## config.mk

```make
export PLATFORM = sky130hd
export DESIGN_NAME = stream_find_replace
export DESIGN_NICKNAME = d
export VERILOG_FILES = /design/src/design/sfr_pkg.sv /design/src/design/sfr_front.sv /design/src/design/sfr_queue.sv /design/src/design/sfr_back.sv /design/src/design/stream_find_replace.sv
export SDC_FILE = /design/constraint.sdc
export NUM_CORES = 1
export LEC_CHECK = 0
export BUFFER_PORTS_ARGS = -buffer_cell sky130_fd_sc_hd__buf_2
export CAP_MARGIN = 10
export CORE_MARGIN = 4
export CORE_UTILIZATION = 55
export CTS_CLUSTER_SIZE = 25
export DETAILED_ROUTE_END_ITERATION = 6
export PLACE_DENSITY = 0.76
export SYNTH_ARGS = -nofsm -noshare
export SYNTH_HDL_FRONTEND = slang
export SYNTH_SLANG_ARGS = --single-unit
```

## constraint.sdc

```tcl
create_clock -name clk -period 15.35 [get_ports clk]
set_clock_uncertainty 0.2 [all_clocks]
set_input_delay 0.7675 -clock clk [delete_from_list [all_inputs] [get_ports clk]]
set_output_delay 0.7675 -clock clk [all_outputs]
set_load 0.005 [all_outputs]
```

## src/design/sfr_pkg.sv

```systemverilog
package sfr_pkg;

  localparam int MAX_PATTERN = 8;
  localparam int MAX_REPLACE = 8;
  localparam int JOB_BYTES   = (MAX_PATTERN > MAX_REPLACE) ? MAX_PATTERN : MAX_REPLACE;
  localparam int LEN_W       = 4;
  localparam int IDX_W       = $clog2(JOB_BYTES);
  localparam int CFG_IDX_W   = 3;
  localparam int CFG_DATA_W  = 64;
  localparam int QUEUE_DEPTH = 2;
  localparam int QPTR_W      = $clog2(QUEUE_DEPTH);

  localparam logic [CFG_IDX_W-1:0] REG_PATTERN_BYTES     = 3'd0;
  localparam logic [CFG_IDX_W-1:0] REG_PATTERN_LEN       = 3'd1;
  localparam logic [CFG_IDX_W-1:0] REG_REPLACEMENT_BYTES = 3'd2;
  localparam logic [CFG_IDX_W-1:0] REG_REPLACEMENT_LEN   = 3'd3;

  typedef logic [JOB_BYTES-1:0][7:0] byte_vec_t;

  // One queue entry: up to JOB_BYTES output bytes, byte 0 first.
  // A count of zero with last set stands for the empty end marker.
  typedef struct packed {
    byte_vec_t              bytes;
    logic [LEN_W-1:0]       count;
    logic                   last;
  } job_t;

endpackage

```

## src/design/sfr_front.sv

```systemverilog
module sfr_front (
  input  logic                            clk,
  input  logic                            rst,
  input  logic                            cfg_we,
  input  logic [sfr_pkg::CFG_IDX_W-1:0]   cfg_index,
  input  logic [sfr_pkg::CFG_DATA_W-1:0]  cfg_data,
  input  logic                            accept,
  input  logic [7:0]                      in_byte,
  input  logic                            in_last,
  output logic                            push,
  output sfr_pkg::job_t                   job
);
  import sfr_pkg::*;

  logic [63:0]                   pattern_bytes;
  logic [LEN_W-1:0]              pattern_len;
  logic [63:0]                   replacement_bytes;
  logic [LEN_W-1:0]              replacement_len;
  logic [MAX_PATTERN-1:0][7:0]   window;
  logic [LEN_W-1:0]              fill;

  logic [MAX_PATTERN-1:0][7:0]   win_new;
  logic [MAX_PATTERN-1:0][7:0]   window_next;
  logic [LEN_W-1:0]              fill_next;
  logic [LEN_W-1:0]              plen;
  logic [LEN_W-1:0]              rlen;
  logic [LEN_W-1:0]              fill_eff;
  logic [LEN_W-1:0]              fill_new;
  logic                          full;
  logic                          hit;

  assign plen = (pattern_len > LEN_W'(MAX_PATTERN)) ? LEN_W'(MAX_PATTERN) : pattern_len;
  assign rlen = (replacement_len > LEN_W'(MAX_REPLACE)) ? LEN_W'(MAX_REPLACE)
                                                         : replacement_len;
  assign fill_eff = (fill >= plen) ? '0 : fill;
  assign fill_new = fill_eff + LEN_W'(1);
  assign full     = (fill_new == plen);

  always_comb begin
    win_new = window;
    for (int i = 0; i < MAX_PATTERN; i++) begin
      if (LEN_W'(i) == fill_eff) win_new[i] = in_byte;
    end
    hit = 1'b1;
    for (int i = 0; i < MAX_PATTERN; i++) begin
      if (LEN_W'(i) < plen && win_new[i] != pattern_bytes[i*8 +: 8]) hit = 1'b0;
    end
  end

  // Classify the item into one queue entry
  always_comb begin
    job.bytes = win_new;
    job.count = '0;
    job.last  = in_last;
    if (plen == '0) begin
      job.bytes    = '0;
      job.bytes[0] = in_byte;
      job.count    = LEN_W'(1);
    end else if (full && hit) begin
      job.bytes = replacement_bytes;
      job.count = rlen;
    end else if (full) begin
      job.count = in_last ? plen : LEN_W'(1);
    end else begin
      job.count = in_last ? fill_new : '0;
    end
  end

  assign push = accept && (job.count != '0 || in_last);

  always_comb begin
    window_next = win_new;
    fill_next   = fill_new;
    if (full && !hit) begin
      // slide on by one
      for (int i = 0; i < MAX_PATTERN - 1; i++) window_next[i] = win_new[i+1];
      fill_next = plen - LEN_W'(1);
    end else if (full) begin
      fill_next = '0;
    end
    if (in_last) fill_next = '0;
  end

  always_ff @(posedge clk) begin
    if (rst) begin
      pattern_bytes     <= '0;
      pattern_len       <= '0;
      replacement_bytes <= '0;
      replacement_len   <= '0;
      window            <= '0;
      fill              <= '0;
    end else begin
      if (accept && plen != '0) begin
        window <= window_next;
        fill   <= fill_next;
      end
      if (cfg_we) begin
        case (cfg_index)
          REG_PATTERN_BYTES: pattern_bytes <= cfg_data;
          REG_PATTERN_LEN: begin
            pattern_len <= cfg_data[LEN_W-1:0];
            fill        <= '0;
          end
          REG_REPLACEMENT_BYTES: replacement_bytes <= cfg_data;
          REG_REPLACEMENT_LEN:   replacement_len   <= cfg_data[LEN_W-1:0];
          default: ;
        endcase
      end
    end
  end

  a_fill_bound: assert property (@(posedge clk) disable iff (rst)
    (plen != '0) |-> (fill < plen))
    else $error("window fill reached pattern length");

  a_last_clears: assert property (@(posedge clk) disable iff (rst)
    (accept && in_last && !cfg_we) |=> (fill == '0))
    else $error("window not flushed after last item");

endmodule

```

## src/design/sfr_queue.sv

```systemverilog
module sfr_queue (
  input  logic            clk,
  input  logic            rst,
  input  logic            push,
  input  sfr_pkg::job_t   push_job,
  output logic            full,
  input  logic            pop,
  output logic            head_valid,
  output sfr_pkg::job_t   head
);
  import sfr_pkg::*;

  job_t               mem [QUEUE_DEPTH];
  logic [QPTR_W-1:0]  wr_ptr;
  logic [QPTR_W-1:0]  rd_ptr;
  logic [QPTR_W:0]    count;

  assign full       = (count == (QPTR_W+1)'(QUEUE_DEPTH));
  assign head_valid = (count != '0);
  assign head       = mem[rd_ptr];

  always_ff @(posedge clk) begin
    if (push) mem[wr_ptr] <= push_job;
  end

  always_ff @(posedge clk) begin
    if (rst) begin
      wr_ptr <= '0;
      rd_ptr <= '0;
      count  <= '0;
    end else begin
      if (push) wr_ptr <= wr_ptr + QPTR_W'(1);
      if (pop)  rd_ptr <= rd_ptr + QPTR_W'(1);
      case ({push, pop})
        2'b10:   count <= count + (QPTR_W+1)'(1);
        2'b01:   count <= count - (QPTR_W+1)'(1);
        default: ;
      endcase
    end
  end

  a_no_overflow: assert property (@(posedge clk) disable iff (rst)
    push |-> (!full || pop))
    else $error("push into full queue");

endmodule

```

## src/design/sfr_back.sv

```systemverilog
module sfr_back (
  input  logic            clk,
  input  logic            rst,
  input  logic            head_valid,
  input  sfr_pkg::job_t   head,
  output logic            pop,
  output logic            m_tvalid,
  input  logic            m_tready,
  output logic [7:0]      m_tdata,
  output logic            m_tuser,
  output logic            m_tlast
);
  import sfr_pkg::*;

  logic [IDX_W-1:0]  idx;
  logic              load;
  logic              job_done;

  assign job_done = (head.count == '0) || ({1'b0, idx} == head.count - LEN_W'(1));
  assign load     = head_valid && (!m_tvalid || m_tready);
  assign pop      = load && job_done;

  always_ff @(posedge clk) begin
    if (rst) begin
      idx      <= '0;
      m_tvalid <= 1'b0;
    end else begin
      if (load) begin
        m_tvalid <= 1'b1;
        idx      <= job_done ? '0 : idx + IDX_W'(1);
      end else if (m_tready) begin
        m_tvalid <= 1'b0;
      end
    end
  end

  // Output register payload
  always_ff @(posedge clk) begin
    if (load) begin
      m_tdata <= (head.count == '0) ? 8'h00 : head.bytes[idx];
      m_tuser <= (head.count != '0);
      m_tlast <= head.last && job_done;
    end
  end

  a_idx_bound: assert property (@(posedge clk) disable iff (rst)
    (head_valid && head.count != '0) |-> ({1'b0, idx} < head.count))
    else $error("byte index past end of entry");

  a_marker_last: assert property (@(posedge clk) disable iff (rst)
    (m_tvalid && !m_tuser) |-> m_tlast)
    else $error("empty marker not at end of stream");

endmodule

```

## src/design/stream_find_replace.sv

```systemverilog
// Byte stream find and replace.
// Input stream: s_tdata carries one text byte, s_tlast marks the final byte of a
// stream and flushes any bytes still held for matching.
// Output stream: m_tdata carries a byte, m_tuser is set when that byte is real
// data and clear on the empty end marker, m_tlast marks the final item of the
// stream. Every leftmost, non-overlapping occurrence of the pattern is replaced.
// Config: write pattern bytes, pattern length, replacement bytes and replacement
// length through cfg_we/cfg_index/cfg_data while the stream is idle; writing the
// pattern length drops held bytes. Pattern length zero passes bytes through.
// A byte that produces output is classified and written into the queue at the
// edge that takes it, then moves into the output register once that is free.
// Throughput: one input item per cycle while each item yields at most one output
// byte and m_tready stays high; a replacement or flush leaves byte by byte from
// one queue entry. While such a burst drains the two-entry queue holds one more
// producing item, then s_tready drops until the burst ends. When the receiver
// stalls the output register holds, the queue fills and s_tready goes low. Reset
// clears the config, held bytes, queue and m_tvalid; no clearing pass.
module stream_find_replace (
  input  logic                            clk,
  input  logic                            rst,
  input  logic                            cfg_we,
  input  logic [sfr_pkg::CFG_IDX_W-1:0]   cfg_index,
  input  logic [sfr_pkg::CFG_DATA_W-1:0]  cfg_data,
  input  logic                            s_tvalid,
  output logic                            s_tready,
  input  logic [7:0]                      s_tdata,   // [7:0] in_byte
  input  logic                            s_tlast,
  output logic                            m_tvalid,
  input  logic                            m_tready,
  output logic [7:0]                      m_tdata,   // [7:0] out_byte
  output logic                            m_tuser,   // [0] out_valid
  output logic                            m_tlast
);
  import sfr_pkg::*;

  logic  accept;
  logic  push;
  logic  full;
  logic  pop;
  logic  head_valid;
  job_t  push_job;
  job_t  head;

  assign s_tready = !full;
  assign accept   = s_tvalid && s_tready;

  sfr_front u_front (
    .clk       (clk),
    .rst       (rst),
    .cfg_we    (cfg_we),
    .cfg_index (cfg_index),
    .cfg_data  (cfg_data),
    .accept    (accept),
    .in_byte   (s_tdata),
    .in_last   (s_tlast),
    .push      (push),
    .job       (push_job)
  );

  sfr_queue u_queue (
    .clk        (clk),
    .rst        (rst),
    .push       (push),
    .push_job   (push_job),
    .full       (full),
    .pop        (pop),
    .head_valid (head_valid),
    .head       (head)
  );

  sfr_back u_back (
    .clk        (clk),
    .rst        (rst),
    .head_valid (head_valid),
    .head       (head),
    .pop        (pop),
    .m_tvalid   (m_tvalid),
    .m_tready   (m_tready),
    .m_tdata    (m_tdata),
    .m_tuser    (m_tuser),
    .m_tlast    (m_tlast)
  );

endmodule
```

==> results of run 1 <==
[kinds of logic (layout without fill, tap and decap cells)]
group / Yosys count / after routing
flip-flops: 361 / 361
XOR/XNOR: 99 / 99
AO/OA/AOI/OAI: 426 / 426
AND/OR/NAND/NOR: 681 / 681
buffers and inverters: 167 / 215
adder cells (fa/ha/maj): 11 / 11
multiplexers: 90 / 90
[routing by layer]
layer | vias up | wire (um) | GRT usage, %
met5 | - | 0 | 0
li1 | 6617 | - | -
met1 | 7134 | 21500 | 45.0
met2 | 925 | 23100 | 44.3
met3 | 151 | 7060 | 7.99
met4 | 0 | 1930 | 9.88
[cell type report]
type	count	area share, %
Sequential cell	361	45.2
Multi-Input combinational cell	1307	42.1
Clock buffer	58	5.98
Timing Repair Buffer	113	3.22
Tap cell	396	2.57
Inverter	34	0.662
Clock inverter	10	0.305
[tightest hold or removal path, stage by stage, from the launching register on]
cell and delay [ns]:
dfxtp_1 0.31, nand2_1 0.05, a21oi_1 0.05
[sequential cells by signal, summed over array words and instances (netlist names), named ones only]
name,cells
u_front.replacement_len,4
u_back.idx,3
u_front.pattern_len,4
u_queue.mem,138
u_queue.count,2
u_front.replacement_bytes,64
u_back.m_tuser,1
u_back.m_tdata,8
u_back.m_tvalid,1
u_front.window,64
u_front.pattern_bytes,64
u_queue.wr_ptr,1
u_front.fill,4
u_queue.rd_ptr,1
u_back.m_tlast,1
[worst paths after layout]
kind / startpoint / end / slack (ns) / depth (start not counted)
max: u_front.pattern_len[3] / u_queue.count[1] / 9.29 / 18
min: u_front.replacement_bytes[8] / u_front.replacement_bytes[8] / 0.26 / 2
max reg2reg: u_front.pattern_len[3] / u_queue.count[1] / 9.29 / 18
min reg2reg: u_front.replacement_bytes[8] / u_front.replacement_bytes[8] / 0.26 / 2
[where the power goes]
part	internal, mW	leakage [nW]	total (mW)	switching, mW
Clock	0.518	0.598	0.891	0.373
Sequential	1.09	3.15	1.13	0.0344
Combinational	0.165	2.98	0.403	0.238
Total	1.78	6.73	2.42	0.645
[cell usage in the layout (no fill, tap or decap), types with 4 or more instances in the layout]
cell type  instances
o211a_1            4
a21oi_1          195
or2_2              6
nor3_1            13
a311oi_1          37
mux2i_1           41
inv_1             34
nor2_1           145
o21a_1             6
nor4_1            17
mux4_2            40
clkbuf_1           9
o22ai_1           21
o221ai_1          38
clkbuf_8           8
nand4_1           13
nand2b_1           6
nand2_1          407
and3_1             4
o211ai_1           9
ha_1              11
xnor2_1           51
o21ai_1           24
buf_4             22
or3_1              6
edfxtp_1         148
o21ai_0           20
dfxtp_1          212
nor2b_1           11
buf_2             91
nand3_1           21
a31oi_1            7
clkinv_2           7
xor2_1            48
a222oi_1           4
clkbuf_16         40
a211oi_1          25
==> run metrics, run 1 <==
status finished with violations; failing checks design-rule violations; Fillers 2,507; Lkg Pwr 6.73 nW; Critical-path top delay cell and3_1; via count 14,800; crit-path cells inv_1 -> nand2_1 -> inv_1 -> ha_1 -> nor3b_4 -> o21a_1 -> and3_1 -> mux2i_1 -> a211oi_1 -> nand3_1 -> and3b_1 -> o21ai_1 -> o21a_1 -> nor3_1 -> or2_2 -> ha_1 -> or3_1 -> a21oi_1; Post-synth top cells nand2_1, dfxtp_1, a21oi_1, edfxtp_1, nor2_1; Buffers & Inverters on Critical Path 2; post-synthesis compound-gate area fraction 15.8%; HP Class register to register; PD cells 126 nW/um2; num rows 64; vias in the first global route 13,600; worst slew pin tran 1.14 ns; Clk pin slew, worst setup/hold paths 0.06 ns; crit share post-route 39.5%; Sink Count 361; Area Growth Syn to Fin 10.3%; Ys Warns 0; Post-Synthesis Net Count 1,927; Initial Utilization 56.3%; CP max stage delay 0.63 ns; Top FF cell, synth dfxtp_1; DRC viols 21; RSZ-0062 raised after global routing false; H-tree Lvls 2; syn avg cell area 9.51 um2; Slew Limit Headroom 23.5%; Worst Path Max Fanout 14; Yosys cell types 77; Finished Core Util 62.2%; Hold Buf Count CTS 0; Die Ht 186 um; CTS resizes 0; largest family of logic cells by synthesized area simple AND/OR/NAND/NOR gates; mux cell area share after synthesis 8.13%; Die W 186 um; setup TNS 0 ns; Post-synth EDFFs 148; Required @ worst endpoint 15.60 ns; diode count 0; All-Layer GR Usage 30.5%; initial antenna violation count 0; CP endpoint kind register; Tot Pwr 2.42 mW; first-pass GRT wire length 81,900 um; post-place setup slack 9.52 ns; dpl hpwl 36,200 um; final wirelength 53,500 um; DRT Pass-1 Iters 7; XOR/XNOR share of the synthesized area 4.97%; f_max 165 MHz; Area contributors post-synth edfxtp_1, dfxtp_1, nand2_1, a21oi_1, mux4_2; Setup-failing EPs final 0; area of the multi-input gates 8100 um2; Nets 1,947; Setup WS post-layout 9.29 ns; post-CTS setup buffers 0; cell area after synthesis 17,500 um2; TritonCTS buffer count 38; placed cells 2,211; Max VDD drop 88.6 uV; Tmin final 6.06 ns; largest net degree at the start of global routing 114; post-synthesis adder-cell area fraction 0.788%; Hold Vio Cnt, Final 0; clock latency on the worst-skew pair 0.53 ns; Yosys top cell by area edfxtp_1; Setup CP Type register to register; WP data arrival 6.31 ns; simple-gate share of the synthesized area 16.6%; Synth Register Bits 361; post-DR wirelength/cell 23.5 um; clk buf depth 3; grt ovf 0; TritonCTS clock tree built; die area 34,700 um2; Seq. cell area 8710 um2; Seq/Total Area, Yosys 49.9%; Routed Antenna Nets 0; CP delay by family, top simple AND/OR/NAND/NOR gates; Clock Root Buffer clkbuf_16; top-area cell type share of the netlist area 25.5%; post-placement cell area 18,100 um2; fin. max-slew vios 0; Hold WS 0.261 ns; io pins 93; GP Congestion 1.04; post-synthesis cell count 1,835; Startpoint Class register; post-route cell area 19,300 um2; Non-Filler Instances 2,279; share of post-route cells with drive strength above 1 13.2%; top-count cell post-synth nand2_1; asr flop ratio synth 0%; PortBufs 92; max cap viols 0; core area 31,000 um2; Initial DRC Count 2,121; drt via density 6.51
(Power assumes the default switching activity.)
==> run 2: changes to the inputs <==
==> constraint.sdc (replaced) <==
create_clock -name clk -period 6.3 [get_ports clk]
set_clock_uncertainty 0.2 [all_clocks]
set_input_delay 0.315 -clock clk [delete_from_list [all_inputs] [get_ports clk]]
set_output_delay 0.315 -clock clk [all_outputs]
set_load 0.005 [all_outputs]
==> run metrics, run 2 (synthesized netlist as in run 1, its figures left out) <==
status finished clean; share of post-route cells with drive strength above 1 13.5% (+0.27 points); dpl hpwl 35,400 um (-2.4%); area of the multi-input gates 8110 um2 (+0.11%); PD cells 295 nW/um2 (+130%); CP max stage delay 0.58 ns (-0.05 ns); PortBufs 92 (unchanged); Startpoint Class register; Critical-path top delay cell nor2_2; Min-Delay Startpoint s_tdata[0]; TritonCTS buffer count 37 (-2.6%); Clock Root Buffer clkbuf_16; core area 31,000 um2 (unchanged); crit-path cells inv_1 -> nand2_1 -> inv_1 -> ha_1 -> nor3b_4 -> o21ai_4 -> nor2_2 -> mux2i_1 -> xor2_1 -> nand4_1 -> a211oi_1 -> o21ai_1 -> o21a_1 -> nor3_1 -> buf_4 -> or2_2 -> ha_1 -> or3_1 -> a21oi_1; die area 34,700 um2 (unchanged); Worst Path Max Fanout 13 (-1); Required @ worst endpoint 6.54 ns (-9.06 ns); commonest non-fill, non-tap cell in the layout nand2_1; io pins 93 (unchanged); Die Ht 186 um (unchanged); post-DR wirelength/cell 22.2 um (-5.4%); final wirelength 52,500 um (-1.9%); Lkg Pwr 7.08 nW (+5.3%); CP startpoint u_front.pattern_len[3]; crit share post-route 90.9% (+51 points); post-route cell area 20,100 um2 (+4.4%); P_int 4.39 mW (+150%); initial antenna violation count 0 (unchanged); Hold Vio Cnt, Final 0 (unchanged); commonest non-fill, non-tap cells in the layout nand2_1, dfxtp_1, a21oi_1, edfxtp_1, nor2_1; Slew Limit Headroom 26.0% (+2.5 points); largest net degree at the start of global routing 98 (-14%); Clk pin slew, worst setup/hold paths 0.06 ns (about the same); switching power 1.56 mW (+140%); clock latency on the worst-skew pair 0.52 ns (about the same); fin. max-slew vios 0 (unchanged); setup TNS 0 ns (unchanged); f_max 175 MHz (+5.8%); Worst R2R Path Depth 19 (+1); Seq. cell area 8710 um2 (unchanged); max cap viols 0 (unchanged); Initial DRC Count 2,083 (-1.8%); Hold Path Stages 3 (+1); Initial Utilization 56.3% (unchanged); clk buf depth 3 (unchanged); Setup-failing EPs final 0 (unchanged); Routed Antenna Nets 0 (unchanged); reg2reg setup slack 0.57 ns (-8.72 ns); H-tree Lvls 2 (unchanged); Critical R2R Launch u_front.pattern_len[3]; post-place setup slack 0.725 ns (-8.80 ns); grt ovf 0 (unchanged); Sink Count 361 (unchanged); DRT Pass-1 Iters 6 (-1); CP endpoint kind register; Hold EP u_front.window[56]; TritonCTS clock tree built; GP Congestion 0.946 (-9.4%); WP data arrival 5.97 ns (-0.34 ns); Setup CP Type register to register; vias in the first global route 14,200 (+4.4%); Clock power frac 37.0% (+0.2 points); sequential power share 46.5% (about the same); All-Layer GR Usage 30.1% (-0.42 points); Sw Ratio 26.2% (-0.46 points); max FFs per register 138 (unchanged); Fillers 2,391 (-4.6%); Setup WS post-layout 0.573 ns (-8.72 ns); drt via density 6.31 (-3.0%); Nets 2,028 (+4.2%); Die W 186 um (unchanged); RSZ-0062 raised after global routing false; num rows 64 (unchanged); first-pass GRT wire length 81,300 um (-0.75%); DRC viols 0 (-100%); worst slew pin tran 1.10 ns (-0.0403 ns); Biggest register u_queue.mem; Tmin final 5.73 ns (-0.335 ns); Max VDD drop 225 uV (+150%); post-placement cell area 18,200 um2 (+0.88%); Critical R2R Capture u_queue.count[1]; via count 14,900 (+0.57%); Combinational Power Share 16.6% (about the same); post-CTS setup buffers 0 (unchanged); HP Class primary input to register; Area Growth Syn to Fin 15.2%
run 2: area by class of cell:
type                       count  share of cell area [%]
clock inverter                19                   0.952
clock buffer                  48                    5.11
sequential                   361                    43.3
inverter                      34                   0.635
antenna                        3                  0.0373
tap                          396                    2.46
multi-input combinational   1307                    40.3
timing repair buffer         195                    7.17
run 2: critical path, delay by kind of cell, from the launching register on:
kind / cells / cell delay (ns)
AO/OA/AOI/OAI: 5 / 1.48
XOR/XNOR: 1 / 0.20
adder cells (fa/ha/maj): 2 / 0.58
buffers and inverters: 3 / 0.45
flip-flops: 1 / 0.44
multiplexers: 1 / 0.36
AND/OR/NAND/NOR: 7 / 1.94
run 2: through the flow:
step,std cells,power (mW),hold WS (ns),util (%)
floorplan,1835,3.43,0.214,-
global placement,2226,3.73,0.242,58.8
detailed placement,2226,3.77,0.247,58.8
CTS,2360,5.97,0.0304,64.9
global route,2360,6.16,0.0760,64.9
finish,2363,5.94,0.0631,64.9
run 2: per-layer routing:
metal | GRT usage, % | routed length [um] | up-vias
li1 | - | - | 6777
met1 | 42.7 | 21300 | 7138
met2 | 46.5 | 23800 | 836
met3 | 6.34 | 5340 | 160
met4 | 10.2 | 2110 | 0
met5 | 0 | 0 | -
run 2: worst max path at each step:
stage	to	slack [ns]	depth (start not counted)
global placement	u_queue.count[1]	0.87	19
detailed placement	u_queue.count[1]	0.73	19
CTS	u_queue.count[1]	0.65	19
global route	u_queue.count[1]	0.14	19
finish	u_queue.count[1]	0.57	19
floorplan	u_queue.mem[1][0]	0.75	16
run 2: repair_timing:
action,in CTS,in global routing
hold endpoints to repair,141,0
resized for setup,0,0
hold buffers,67,0
run 2: power by group through the flow:
stage          logic (mW)  clock network [mW]  registers [mW]
2_1_floorplan       0.656                   0            2.77
3_3_place_gp        0.936                   0            2.80
3_5_place_dp        0.957                   0            2.81
4_1_cts             0.991                2.21            2.76
5_1_grt              1.06                2.32            2.78
6_report            0.985                2.20            2.76
==> run 3: changes to the inputs <==
--- a/config.mk
+++ b/config.mk
@@ -5,6 +5,7 @@
 export SDC_FILE = /design/constraint.sdc
 export NUM_CORES = 1
 export LEC_CHECK = 0
+export ABC_AREA = 1
 export BUFFER_PORTS_ARGS = -buffer_cell sky130_fd_sc_hd__buf_2
 export CAP_MARGIN = 10
 export CORE_MARGIN = 4
==> run metrics, run 3 <==
Ys Warns 0 (unchanged); top-count cell post-synth nand2_1; Setup-failing EPs final 0 (unchanged); Tmin final 5.71 ns (-0.0129 ns); DRC viols 0 (unchanged); WP data arrival 5.69 ns (-0.28 ns); Yosys top cell by area edfxtp_1; Biggest register u_queue.mem; Initial Utilization 56.4% (+0.081 points); RSZ-0062 raised after global routing false; final wirelength 55,100 um (+5.0%); Seq/Total Area, Yosys 49.9% (+0.057 points); Critical-path top delay cell nor2_4; status finished clean; drt via density 5.90 (-6.5%); Clk pin slew, worst setup/hold paths 0.06 ns (about the same); num rows 64 (unchanged); commonest non-fill, non-tap cells in the layout nand2_1, o21ai_0, nor2_1, a21oi_1, dfxtp_1; Max VDD drop 230 uV (+2.2%); PD cells 299 nW/um2 (+1.3%); post-DR wirelength/cell 19.6 um (-12%); Hold Vio Cnt, Final 0 (unchanged); CP endpoint kind register; Area contributors post-synth edfxtp_1, dfxtp_1, nand2_1, o21ai_0, a21oi_1; asr flop ratio synth 0% (unchanged); Setup CP Type register to register; post-placement cell area 18,100 um2 (-0.56%); TritonCTS clock tree built; H-tree Lvls 2 (unchanged); Synth Register Bits 361 (unchanged); Yosys cell types 41 (-47%); Area Growth Syn to Fin 15.6%; dpl hpwl 35,700 um (+1.0%); cell area after synthesis 17,400 um2 (-0.11%); TritonCTS buffer count 40 (+8.1%); clock latency on the worst-skew pair 0.53 ns (about the same); Lkg Pwr 7.99 nW (+13%); grt ovf 0 (unchanged); PortBufs 92 (unchanged); top-area cell type share of the netlist area 25.5% (+0.029 points); worst slew pin tran 1.17 ns (+0.0702 ns); All-Layer GR Usage 31.3% (+1.2 points); Nets 2,468 (+22%); Hold WS 0.0475 ns (-0.0155 ns); syn avg cell area 7.64 um2 (-20%); Post-Synthesis Net Count 2,375 (+23%); die area 34,600 um2 (-0.11%); max FFs per register 138 (unchanged); core area 30,900 um2 (-0.26%); Post-synth EDFFs 148 (unchanged); Clock Root Buffer clkbuf_16; Buffers & Inverters on Critical Path 3 (unchanged); post-synthesis cell count 2,283 (+24%); Sink Count 361 (unchanged); via count 16,500 (+11%); clk buf depth 3 (unchanged); initial antenna violation count 1 (+1); f_max 175 MHz (+0.23%); io pins 93 (unchanged); HP Class primary input to register; CP most frequent cell nand2_1; Routed Antenna Nets 0 (unchanged); CP delay by family, top simple AND/OR/NAND/NOR gates; share of post-route cells with drive strength above 1 9.05% (-4.4 points); Worst Path Max Fanout 69 (+56); first-pass GRT wire length 84,300 um (+3.7%); Top FF cell, synth dfxtp_1; DRT Pass-1 Iters 6 (unchanged); max cap viols 0 (unchanged); Die W 186 um (about the same); Initial DRC Count 1,748 (-16%); vias in the first global route 15,600 (+9.4%); Required @ worst endpoint 6.28 ns (-0.26 ns); Post-synth top cells nand2_1, o21ai_0, nor2_1, a21oi_1, dfxtp_1; Die Ht 186 um (about the same); commonest non-fill, non-tap cell in the layout nand2_1; fin. max-slew vios 0 (unchanged); GP Congestion 0.945 (about the same); largest net degree at the start of global routing 142 (+45%); CP max stage delay 0.41 ns (-0.17 ns); setup TNS 0 ns (unchanged); Slew Limit Headroom 21.8% (-4.2 points); Startpoint Class register; crit share post-route 90.7% (-0.21 points); reg2reg setup slack 0.59 ns (about the same); post-route cell area 20,200 um2 (+0.23%)
==> run 3: area by class of cell <==
cell class,instances,area [um2]
fill,2628,10800
sequential,361,8710
multi-input combinational,1579,7410
timing repair buffer,191,1430
clock buffer,50,1090
inverter,203,763
tap,396,495
clock inverter,24,255
antenna,1,2.50
==> run 3: repair_timing <==
| item | CTS | global route |
|---|---|---|
| hold buffers | 69 | 0 |
| buffers inserted | 0 | 0 |
| resized for setup | 0 | 1 |
| hold endpoints to repair | 138 | 0 |
| setup endpoints to repair | 0 | 54 |
==> run 3: per-layer routing <==
metal	vias up	track usage (%)	part of all wire [%]
met2	833	49.4	45
met3	160	6.66	9.9
met1	7705	41.7	40
met4	2	13.7	4.7
li1	7847	-	-
met5	-	0	0.022
==> run 3: report_power, final <==
group | switching (mW) | internal (mW) | leakage (nW) | total, mW
registers | 0.0546 | 2.62 | 3.12 | 2.68
clock network | 0.955 | 1.44 | 0.650 | 2.39
logic | 0.672 | 0.293 | 4.22 | 0.966
==> run 3: worst paths after layout <==
kind,endpoint,startpoint,cells past startpoint
worst max-delay path,u_queue.mem[0][6],u_front.pattern_len[0],31
worst min-delay path,u_front.replacement_len[1],cfg_index[0],3
worst max register to register,u_queue.mem[0][6],u_front.pattern_len[0],31
worst min register to register,u_front.replacement_len[1],u_front.replacement_len[1],2
==> run 3: kinds of logic after synthesis <==
logic type      synth area share (%)
flops                           49.9
mux                            0.230
buf+inv                         7.76
fa+ha+maj                      0.789
simple gates                    22.0
xor+xnor                       0.452
compound gates                  18.9
==> run 3: worst reg2reg max path: cells and delay by family, from the launching register on <==
family	cells	cell delay (ns)
and+or+nand+nor	25	3.57
buffers and inverters	3	0.58
AOI/OAI and AO/OA	2	0.33
DFF	1	0.32
adders and majority gates	1	0.31
==> run 3: metrics by stage <==
stage | instances | utilization, % | power [mW] | worst slack (ns)
2_1_floorplan | 2283 | - | 3.29 | 0.703
5_1_grt | 2804 | 65.2 | 6.27 | 0.0168
3_5_place_dp | 2661 | 58.6 | 3.64 | 0.686
3_3_place_gp | 2661 | 58.6 | 3.61 | 0.881
4_1_cts | 2804 | 65.2 | 6.03 | 0.620
6_report | 2805 | 65.2 | 6.04 | 0.586
